===== config.mk =====
export PLATFORM = sky130hd
export DESIGN_NAME = vrp_ctrl
export DESIGN_NICKNAME = d
export VERILOG_FILES = /design/src/hdl/vrp_pkg.sv /design/src/hdl/vrp_ctrl.sv
export SDC_FILE = /design/constraint.sdc
export NUM_CORES = 1
export LEC_CHECK = 0
export BUFFER_PORTS_ARGS = -buffer_cell sky130_fd_sc_hd__buf_2
export CAP_MARGIN = 15
export CORE_AREA = 2 2 39 41
export CTS_CLUSTER_SIZE = 40
export DETAILED_ROUTE_END_ITERATION = 8
export DIE_AREA = 0 0 41 43
export GPL_TIMING_DRIVEN = 0
export PLACE_DENSITY = 0.39
export SLEW_MARGIN = 20
export SYNTH_ARGS = -nofsm -noshare
export SYNTH_HDL_FRONTEND = slang
export SYNTH_SLANG_ARGS = --single-unit

===== constraint.sdc =====
create_clock -name clk_i -period 2.6 [get_ports clk_i]
set_clock_uncertainty 0.15 [all_clocks]
set_input_delay 0.26 -clock clk_i [delete_from_list [all_inputs] [get_ports clk_i]]
set_output_delay 0.26 -clock clk_i [all_outputs]
set_load 0.02 [all_outputs]

===== src/hdl/vrp_pkg.sv =====
// Package for the video register port: codes, widths and shared constants.
package vrp_pkg;

  localparam int NT_DEPTH_DEF  = 4096;
  localparam int SPR_DEPTH     = 256;
  localparam int PAL_DEPTH     = 32;
  localparam int SPR_AW        = 8;
  localparam int PAL_AW        = 5;
  localparam int PAL_W         = 6;
  localparam int VADDR_W       = 14;

  localparam logic [5:0] PAL_PAGE     = 6'h3F;
  localparam logic [6:0] STATUS_LOW   = 7'h20;
  localparam logic [7:0] VADDR_HI_MSK = 8'h3F;

  typedef enum logic [1:0] {
    OP_READ   = 2'd0,
    OP_WRITE  = 2'd1,
    OP_VBLANK = 2'd2
  } op_e;

  localparam logic [2:0] REG_CONTROL = 3'd0;
  localparam logic [2:0] REG_MASK    = 3'd1;
  localparam logic [2:0] REG_STATUS  = 3'd2;
  localparam logic [2:0] REG_SPR_ADR = 3'd3;
  localparam logic [2:0] REG_SPR_DAT = 3'd4;
  localparam logic [2:0] REG_SCROLL  = 3'd5;
  localparam logic [2:0] REG_VADDR   = 3'd6;
  localparam logic [2:0] REG_VDATA   = 3'd7;

  typedef struct packed {
    logic clear_step;
    logic latch;
    logic exec;
  } vrp_cmd_t;

  typedef struct packed {
    logic clear_last;
  } vrp_stat_t;

endpackage


===== src/hdl/vrp_ctrl.sv =====
// Sequencer for the video register port: clear pass, accept, fetch, execute.
module vrp_ctrl
  import vrp_pkg::*;
(
  input  logic      clk_i,
  input  logic      rst_ni,
  input  logic      start_i,
  input  vrp_stat_t stat_i,
  output vrp_cmd_t  cmd_o,
  output logic      busy_o
);

  typedef enum logic [3:0] {
    S_CLEAR = 4'b0001,
    S_IDLE  = 4'b0010,
    S_FETCH = 4'b0100,
    S_EXEC  = 4'b1000
  } state_e;

  state_e state_q, state_d;

  always_comb begin
    state_d = state_q;
    case (state_q)
      S_CLEAR: if (stat_i.clear_last) state_d = S_IDLE;
      S_IDLE:  if (start_i) state_d = S_FETCH;
      S_FETCH: state_d = S_EXEC;
      S_EXEC:  state_d = S_IDLE;
      default: state_d = S_CLEAR;
    endcase
  end

  always_ff @(posedge clk_i or negedge rst_ni) begin
    if (!rst_ni) begin
      state_q <= S_CLEAR;
    end else begin
      state_q <= state_d;
    end
  end

  assign busy_o           = (state_q != S_IDLE);
  assign cmd_o.clear_step = (state_q == S_CLEAR);
  assign cmd_o.latch      = (state_q == S_IDLE) && start_i;
  assign cmd_o.exec       = (state_q == S_EXEC);

endmodule


---- Word-level counts from Yosys, hierarchy flattened ----
Index checks and enable logic that the tools add are counted.
word-level totals
  output and inout bits ................... 4
  memories ................................ 0
  memory bits (writable) .................. 0
  memory bits (read-only) ................. 0
  latch bits .............................. 0
  flip-flop bits (word level) ............. 4
cells by class
  divide/modulo/power cells ............... 0
  shift-type cells ........................ 0
  $lt $le $gt $ge ......................... 0
  mux-type cells .......................... 3
  reductions and logical operators ........ 2
  eq/ne operators ......................... 7
  $add $sub $neg .......................... 0
  $mul .................................... 0
  bitwise gates (word level) .............. 0
operator list
  operator                                                                  number
  4-bit one-hot mux with 4 select lines                                     1
  4-bit 2-to-1 mux                                                          2
  4-bit by 1-bit equality test with 1-bit output (second input constant)    1
  4-bit by 2-bit equality test with 1-bit output (second input constant)    1
  4-bit by 3-bit equality test with 1-bit output (second input constant)    1
  4-bit equality test (second input constant)                               1
  2-bit inequality test (second input constant)                             2
  4-bit by 2-bit inequality test with 1-bit output (second input constant)  1
  2-bit AND reduction                                                       1
  1-bit logical AND                                                         1

---- Depth between registers and ports, before layout ----
Gate-level depths: netlist of run 1.
  depth in word-level cells ............... 3
  mapped depth ............................ 4

---- Worst setup path before layout of run 1 ----
OpenSTA, ideal clock, no wires.
  kind .................................... reg-to-output
  start point ............................. register state_q[0]
  end point ............................... output cmd_o[2] (netlist name)
  stages on the path, launching flop included .. 2
  slack ................................... 0.909 ns
  buffers on the path ..................... 0
  data required time ...................... 2.190 ns
  arrival time ............................ 1.281 ns
  cell sequence ........................... dfstp_2 -> nor4b_1
RTL lines
  element                 RTL line        RTL
  from (decl)             vrp_ctrl.sv:20  state_e state_q, state_d;
  from (signal assigned)  vrp_ctrl.sv:37  state_q <= state_d;
  to (decl)               vrp_ctrl.sv:9   output vrp_cmd_t cmd_o,

==> results of run 1 <==
## area by class of cell
cell class              instances  area [µm²]
repair buffers                  8       45.04
plain buffers                   2       22.52
well taps                      16       20.02
multi-input cells              17       121.4
flip-flops and latches          4       101.3
clock buffers                   4       26.28
fillers                       152        1047
## power groups by stage
stage / clock network (mW) / logic [mW] / registers, mW
after global routing: 0.0917 / 0.134 / 0.117
after detailed placement: 0 / 0.122 / 0.114
after CTS: 0.0914 / 0.124 / 0.114
after global placement: 0 / 0.123 / 0.114
final: 0.0875 / 0.122 / 0.115
after floorplan: 0 / 0.0953 / 0.106
## stage by stage
stage | worst slack, ns | area (µm²)
floorplan | 0.9085 | 245.2
global placement | 1.097 | 300.3
detailed placement | 1.089 | 300.3
CTS | 0.8227 | 336.6
global route | 0.8012 | 336.6
finish | 0.8292 | 336.6
## path summary, 6_finish.rpt
path / startpoint / to / slack (ns) / cells after the start
worst max-delay path: state_q[0]$_DFFE_PN1P_ / cmd_o[1] / 0.83 / 3
worst min register to register: state_q[2]$_DFFE_PN0P_ / state_q[1]$_DFFE_PN0P_ / 0.39 / 2
min in group asynchronous: rst_ni / state_q[1]$_DFFE_PN0P_ / 0.21 / 2
worst min-delay path: start_i / state_q[2]$_DFFE_PN0P_ / 0.16 / 2
worst max register to register: state_q[0]$_DFFE_PN1P_ / state_q[1]$_DFFE_PN0P_ / 1.31 / 3
max in group asynchronous: rst_ni / state_q[0]$_DFFE_PN1P_ / 1.89 / 2
## cells by family (layout without fill, tap and decap cells)
family | Yosys count | in the layout | synth area share
buffers and inverters | 2 | 14 | 0.09183
AOI/OAI and AO/OA | 5 | 5 | 0.1479
and+or+nand+nor | 11 | 11 | 0.3113
DFF | 4 | 4 | 0.4133
xor gates and xnor gates | 1 | 1 | 0.03572
## placed cells by master, fill, tap and decap left out
master	n
sky130_fd_sc_hd__dfstp_2	1
sky130_fd_sc_hd__clkbuf_4	3
sky130_fd_sc_hd__xor2_1	1
sky130_fd_sc_hd__and3_2	1
sky130_fd_sc_hd__dfrtp_1	3
sky130_fd_sc_hd__o21ai_0	1
sky130_fd_sc_hd__a22oi_2	1
sky130_fd_sc_hd__o22a_1	1
sky130_fd_sc_hd__buf_2	7
sky130_fd_sc_hd__nor4b_1	3
sky130_fd_sc_hd__clkbuf_1	1
sky130_fd_sc_hd__and2b_4	1
sky130_fd_sc_hd__o21ai_1	1
sky130_fd_sc_hd__nand4bb_1	1
sky130_fd_sc_hd__nand2_1	1
sky130_fd_sc_hd__nor2_1	3
sky130_fd_sc_hd__a21oi_1	1
sky130_fd_sc_hd__dlygate4sd3_1	1
sky130_fd_sc_hd__and3_1	1
sky130_fd_sc_hd__buf_6	2
## timing repair
item | CTS | global route
hold endpoints to repair | 4 | 0
hold buffers | 1 | 0
setup endpoints to repair | 0 | 0
## layer usage
layer  track usage  part of all wire  up-vias
met1       0.07792              0.48       99
met4        0.1000                 0        0
met5             0                 0        -
met2       0.07500              0.48        4
li1              -                 -      107
met3       0.01571             0.037        0
==> metrics.log, run 1 <==
[metrics] outcome: finished clean
[metrics] post-synth top area cell: sky130_fd_sc_hd__dfrtp_1
[metrics] share of the clock period used by the worst path: 0.6811
[metrics] synthesized area per cell: about 11 µm²
[metrics] Critical Path AT: between 1 and 1.5 ns
[metrics] layout cell share with drive strength beyond 1: 0.4571
[metrics] highest achievable clock rate: between 500 and 600 MHz
[metrics] Root Buffer: sky130_fd_sc_hd__clkbuf_4
[metrics] part of the Yosys area used for sequential elements: 0.4133
[metrics] nature of the critical path endpoint: output pin
[metrics] number of I/O port buffers: 7
[metrics] post-cts gate resize count: 0
[metrics] worst slew margin relative to its limit: 0.8390
[metrics] final core occ: 0.2432
[metrics] overall power of the completed layout: 0.3245 mW
[metrics] clock period minus final worst setup slack: 1.771 ns
[metrics] CTS tree: built
[metrics] maximum cell stage delay along the critical path: between 0.5 and 0.6 ns
[metrics] clock transition at the registers of the reported paths: 0.04 ns
[metrics] clock latency on the worst-skew pair: around 0.24 ns
[metrics] HPWL after DPL: 355.5 µm
[metrics] row count: 14
[metrics] Switching Share: 0.3706
[metrics] worst-path maximum fanout: 7
[metrics] first-pass GRT wire length: 717 µm
[metrics] H-tree depth: 1
[metrics] Top Registers: state_q (4)
[metrics] synth unique cells: 16
[metrics] vertical die dimension: about 43 µm
[metrics] clock buffer count from CTS: 3
[metrics] total core area: about 1400 µm²
[metrics] number of global-route vias before repair: around 190
[metrics] switching power summed over all nets: around 0.12 mW
[metrics] Synth async-reset ratio: 1.000
[metrics] total DRC errors in the routed layout: 0
[metrics] clock sinks: 4
[metrics] final non-filler cell total: 51
[metrics] transition time at the pin with the least slew margin: approximately 0.24 ns
[metrics] final estimated routing congestion in global placement: ~0.73
[metrics] count of flip-flops with a built-in enable after synthesis: 0
[metrics] average routed wire per standard cell: about 10 µm
[metrics] Worst Hold Slack: 0.1587 ns
[metrics] Diodes inserted: 0
[metrics] worst setup path class: reg2out
[metrics] number of flip-flops under the largest register name: 4
[metrics] largest buffer count on any clock path: 2
[metrics] largest net degree at the start of global routing: 10
[metrics] die width: about 41 µm
[metrics] post-synthesis cell area: around 250 µm²
[metrics] Largest Register: state_q
[metrics] Post-Syn Nets: 27
[metrics] vias post-DR: between 200 and 250
[metrics] Die Footprint: ~1800 µm²
[metrics] main area contributors after synthesis: sky130_fd_sc_hd__dfrtp_1 (31%), sky130_fd_sc_hd__dfstp_2 (11%), sky130_fd_sc_hd__nor4b_1 (11%)
[metrics] Total Wirelength: approximately 510 µm
[metrics] global router's overall resource usage: 0.06647
[metrics] effective utilization at floorplan: 0.1772
[metrics] most used standard cells in the synthesized netlist: sky130_fd_sc_hd__dfrtp_1 (3), sky130_fd_sc_hd__nor2_1 (3), sky130_fd_sc_hd__nor4b_1 (3), sky130_fd_sc_hd__buf_6 (2)
[metrics] crit path launch type: flop
[metrics] Yosys warning count: 0
[metrics] worst voltage drop across the vdd grid: about 300 µV
[metrics] dominant register cell in the synthesized netlist: sky130_fd_sc_hd__dfrtp_1
[metrics] ratio of total power to cell area: about 960 nW/µm²
[metrics] Fin. Hold Viols: 0
[metrics] Reg power frac: 0.354
[metrics] hold crit path type: in2reg
[metrics] data required time at the worst endpoint: 2.19 ns
[metrics] drt pass-1 iters: 1
[metrics] final total negative setup slack: 0 ns
[metrics] GRT Residual Overflow: 0
[metrics] initial antenna violation count: 0
[metrics] post-detailed-route via-to-cell ratio: ~4.1
[metrics] combinational share of power: 0.376
[metrics] number of routed nets with antenna violations: 0
[metrics] share of the synthesized area in the top cell type: 0.3061
[metrics] IO Count: 8
[metrics] final slew viol count: 0
[metrics] CP top delay family: flip-flops
[metrics] total leakage power: approximately 0.16 nW
[metrics] cell count after synthesis: 23
[metrics] Slowest cell on crit path: sky130_fd_sc_hd__dfstp_2
[metrics] number of nets in the final layout: 40
[metrics] Int Power: a little over 0.2 mW
[metrics] Placed Instances: 46
[metrics] RSZ-0062 raised after global routing: no
[metrics] first-iteration detailed-routing DRC count: 0
[metrics] clock share of power: 0.270
[metrics] Setup Viol. Count Final: 0
[metrics] Max-Cap Viols: 0
[metrics] signed area change from the synthesized netlist to the final layout: 37.25%
[metrics] post-CTS repair timing setup buffer count: 0
[metrics] cells along the critical path: and2b_4 > and3_1 > buf_2
[metrics] number of synthesized register bits: 4
[metrics] number of buffers and inverters on the critical path: 1
Note: power is estimated with default switching activity, not from simulation.
==> run 2: changes to the inputs <==
--- a/config.mk
+++ b/config.mk
@@ -5,6 +5,7 @@
 export SDC_FILE = /design/constraint.sdc
 export NUM_CORES = 1
 export LEC_CHECK = 0
+export ABC_AREA = 1
 export BUFFER_PORTS_ARGS = -buffer_cell sky130_fd_sc_hd__buf_2
 export CAP_MARGIN = 15
 export CORE_AREA = 2 2 39 41
==> constraint.sdc (replaced) <==
create_clock -name clk_i -period 1.8 [get_ports clk_i]
set_clock_uncertainty 0.15 [all_clocks]
set_input_delay 0.18 -clock clk_i [delete_from_list [all_inputs] [get_ports clk_i]]
set_output_delay 0.18 -clock clk_i [all_outputs]
set_load 0.02 [all_outputs]
==> run 2 against run 1 <==
Compared with the run above:
- global-route usage increased by 0.72 points
- core utilization decreased by 0.27 points
- final cell count up 31%
- critical endpoint unchanged
==> metrics.log, run 2 <==
[metrics] CTS tree: built
[metrics] dominant register cell in the synthesized netlist: sky130_fd_sc_hd__dfrtp_1
[metrics] worst r2r path cells: 5 (+2)
[metrics] cells along the critical path: inv_1 > nand2_1 > nor2_2 > inv_2 > nor2_1 > buf_2
[metrics] Slowest cell on crit path: sky130_fd_sc_hd__dfrtp_1
[metrics] outcome: finished clean
[metrics] most repeated cell in the gate-level netlist after synthesis: sky130_fd_sc_hd__nand2_1
[metrics] row count: 14 (unchanged)
[metrics] Die Footprint: 1763 µm² (unchanged)
[metrics] Worst Hold Slack: 0.04721 ns (-0.1115 ns)
[metrics] main area contributors after synthesis: sky130_fd_sc_hd__dfrtp_1 (31%), sky130_fd_sc_hd__nand2_1 (19%), sky130_fd_sc_hd__nor2_1 (16%)
[metrics] Root Buffer: sky130_fd_sc_hd__clkbuf_4
[metrics] initial antenna violation count: 0 (unchanged)
[metrics] clock sinks: 4 (unchanged)
[metrics] Largest Register: state_q
[metrics] vertical die dimension: 43 µm (unchanged)
[metrics] worst voltage drop across the vdd grid: 397.5 µV (+33%)
[metrics] H-tree depth: 1 (unchanged)
[metrics] global router's overall resource usage: 0.07366 (+0.007198)
[metrics] Fin. Hold Viols: 0 (unchanged)
[metrics] Total Wirelength: 513 µm (+0.39%)
[metrics] share of the clock period used by the worst path: 0.8625
[metrics] vias post-DR: 241 (+15%)
[metrics] clock period minus final worst setup slack: ~1.6 ns
[metrics] share of the synthesized area in compound gates (AO/OA/AOI/OAI): 0 (-0.1480)
[metrics] post-cts gate resize count: 0 (unchanged)
[metrics] Max-Cap Viols: 0 (unchanged)
[metrics] number of global-route vias before repair: 187 (unchanged)
[metrics] final total negative setup slack: 0 ns (unchanged)
[metrics] clock buffer count from CTS: 3 (unchanged)
[metrics] cell count after synthesis: 39 (+70%)
[metrics] worst slew margin relative to its limit: 0.8662 (+0.02721)
[metrics] count of flip-flops with a built-in enable after synthesis: 0 (unchanged)
[metrics] synthesized-area fraction occupied by and/or/nand/nor cells: 0.4560 (+0.1447)
[metrics] average routed wire per standard cell: 7.657 µm (-24%)
[metrics] first-iteration detailed-routing DRC count: 2 (+2)
[metrics] cell area reported after detailed placement: 296.5 µm² (-1.3%)
[metrics] synth unique cells: 8 (-8)
[metrics] RSZ-0062 raised after global routing: no
[metrics] XOR/XNOR share of the synthesized area: 0 (-0.03571)
[metrics] Yosys warning count: 0 (unchanged)
[metrics] startpoint of the most critical register-to-register path: state_q[0]$_DFFE_PN1P_
[metrics] largest net degree at the start of global routing: 5 (-5)
[metrics] total leakage power: 0.1874 nW (+21%)
[metrics] maximum cell stage delay along the critical path: 0.39 ns (-0.19 ns)
[metrics] count of filler cells inserted in the layout: 159 (+4.6%)
[metrics] IO Count: 8 (unchanged)
[metrics] total core area: 1384 µm² (unchanged)
[metrics] part of the Yosys area used for sequential elements: 0.4197 (+0.006424)
[metrics] post-synthesis cell area: 241.5 µm² (-1.5%)
[metrics] Synth async-reset ratio: 1.000 (unchanged)
[metrics] highest achievable clock rate: 644.1 MHz
[metrics] worst-path maximum fanout: 3 (-4)
[metrics] adder-cell area share of the yosys netlist: 0 (unchanged)
[metrics] effective utilization at floorplan: 0.1745 (-0.002712)
[metrics] most used standard cells in the synthesized netlist: sky130_fd_sc_hd__nand2_1 (12), sky130_fd_sc_hd__nor2_1 (10), sky130_fd_sc_hd__inv_1 (5)
[metrics] hold path startpoint: start_i
[metrics] signed area change from the synthesized netlist to the final layout: 37.82%
[metrics] transition time at the pin with the least slew margin: 0.2000 ns (-0.03821 ns)
[metrics] cell area after layout: 332.8 µm² (-1.1%)
[metrics] first-pass GRT wire length: 779 µm (+8.6%)
[metrics] combinational family with the most area after synthesis: simple AND/OR/NAND/NOR gates
[metrics] hold crit path type: in2reg
[metrics] HPWL after DPL: 426.8 µm (+20%)
[metrics] ratio of total power to cell area: 1576 nW/µm² (+64%)
[metrics] multiplexer share of the synthesized area: 0 (unchanged)
[metrics] post-detailed-route via-to-cell ratio: 3.597 (-13%)
[metrics] post-synth top area cell: sky130_fd_sc_hd__dfrtp_1
[metrics] number of nets in the final layout: 56 (+40%)
[metrics] crit path launch type: flop
[metrics] worst setup path class: reg2out
[metrics] Post-Syn Nets: 43 (+59%)
[metrics] number of synthesized register bits: 4 (unchanged)
[metrics] synthesized area per cell: 6.192 µm² (-42%)
[metrics] layout cell share with drive strength beyond 1: 0.3137 (-0.1434)
[metrics] data required time at the worst endpoint: 1.47 ns (-0.72 ns)
[metrics] count of cells along the worst hold path: 3 (+1)
[metrics] total DRC errors in the routed layout: 0 (unchanged)
[metrics] die width: 41 µm (unchanged)
[metrics] Critical Path AT: 1.22 ns (-0.14 ns)
[metrics] Diodes inserted: 0 (unchanged)
[metrics] Worst Hold Path EP: state_q[2]$_DFFE_PN0P_
[metrics] share of the synthesized area in the top cell type: 0.3109 (+0.004758)
[metrics] GRT Residual Overflow: 0 (unchanged)
[metrics] commonest cells after routing, fill and taps aside: sky130_fd_sc_hd__nand2_1 (12), sky130_fd_sc_hd__nor2_1 (10), sky130_fd_sc_hd__buf_2 (7), sky130_fd_sc_hd__inv_1 (5)
[metrics] leading cell type in the layout, fill and taps excluded: sky130_fd_sc_hd__nand2_1
[metrics] nature of the critical path endpoint: output pin
[metrics] final estimated routing congestion in global placement: 0.6433 (-12%)
[metrics] capture point of the worst reg-to-reg path: state_q[1]$_DFFE_PN0P_
[metrics] Top Registers: state_q (4)
[metrics] number of flip-flops under the largest register name: 4 (unchanged)
[metrics] largest buffer count on any clock path: 2 (unchanged)
[metrics] drt pass-1 iters: 2 (+1)
[metrics] number of routed nets with antenna violations: 0 (unchanged)
[metrics] final slew viol count: 0 (unchanged)
[metrics] clock latency on the worst-skew pair: 0.24 ns (about the same)
[metrics] clock transition at the registers of the reported paths: 0.04 ns (about the same)
[metrics] Worst R2R Setup Slack: 0.61 ns (-0.70 ns)
[metrics] number of I/O port buffers: 7 (unchanged)
[metrics] Setup Viol. Count Final: 0 (unchanged)
-- run 2: final cells by class --
type | count | area (µm²) | share of cell area
inverter | 8 | 30.03 | 0.09023
clock buffer | 4 | 26.28 | 0.07895
multi-input combinational | 27 | 110.1 | 0.3308
tap | 16 | 20.02 | 0.06015
timing repair buffer | 8 | 45.04 | 0.1353
sequential | 4 | 101.3 | 0.3045
-- run 2: stage by stage --
step / utilization / cells / power [mW] / setup WS (ns)
floorplan: - / 39 / 0.3401 / 0.4672
global placement: 0.2143 / 62 / 0.4009 / 0.5004
detailed placement: 0.2143 / 62 / 0.3999 / 0.4986
CTS: 0.2405 / 67 / 0.5308 / 0.2309
global route: 0.2405 / 67 / 0.5796 / 0.1265
finish: 0.2405 / 67 / 0.5246 / 0.2475
-- run 2: timing repair --
action,CTS,global route
buffers inserted,0,0
hold buffers,1,0
hold endpoints to repair,4,0
-- run 2: cells by family after synthesis --
family,Yosys count
buffers and inverters,8
flip-flops,4
AND/OR/NAND/NOR,27
-- run 2: metal layers --
| metal | vias to the layer above | global-route usage | part of all wire |
|---|---|---|---|
| met5 | - | 0 | 0 |
| met3 | 3 | 0.03141 | 0.055 |
| met4 | 0 | 0.08000 | 0.043 |
| li1 | 137 | - | - |
| met2 | 9 | 0.08125 | 0.39 |
| met1 | 92 | 0.09477 | 0.50 |
-- run 2: critical path: cells and delay by family, from the launching register on --
kind,cells,cell delay [ns]
flops,1,0.39
simple gates,3,0.28
buf+inv,3,0.31
-- run 2: worst max-delay path by stage --
| stage | from | end | slack [ns] | cells after the start |
|---|---|---|---|---|
| global placement | state_q[3]$_DFFE_PN0P_ | cmd_o[1] | 0.50 | 6 |
| global route | state_q[3]$_DFFE_PN0P_ | cmd_o[1] | 0.13 | 6 |
| finish | state_q[3]$_DFFE_PN0P_ | cmd_o[1] | 0.25 | 6 |
| detailed placement | state_q[3]$_DFFE_PN0P_ | cmd_o[1] | 0.50 | 6 |
| CTS | state_q[3]$_DFFE_PN0P_ | cmd_o[1] | 0.23 | 6 |
| floorplan | state_q[3]$_DFFE_PN0P_ | cmd_o[1] | 0.47 | 5 |
-- run 2: where the power goes --
group	internal (mW)	total [mW]	switching [mW]
sequential	0.127	0.158	0.0302
combinational	0.0844	0.240	0.155
clock	0.0836	0.127	0.0438
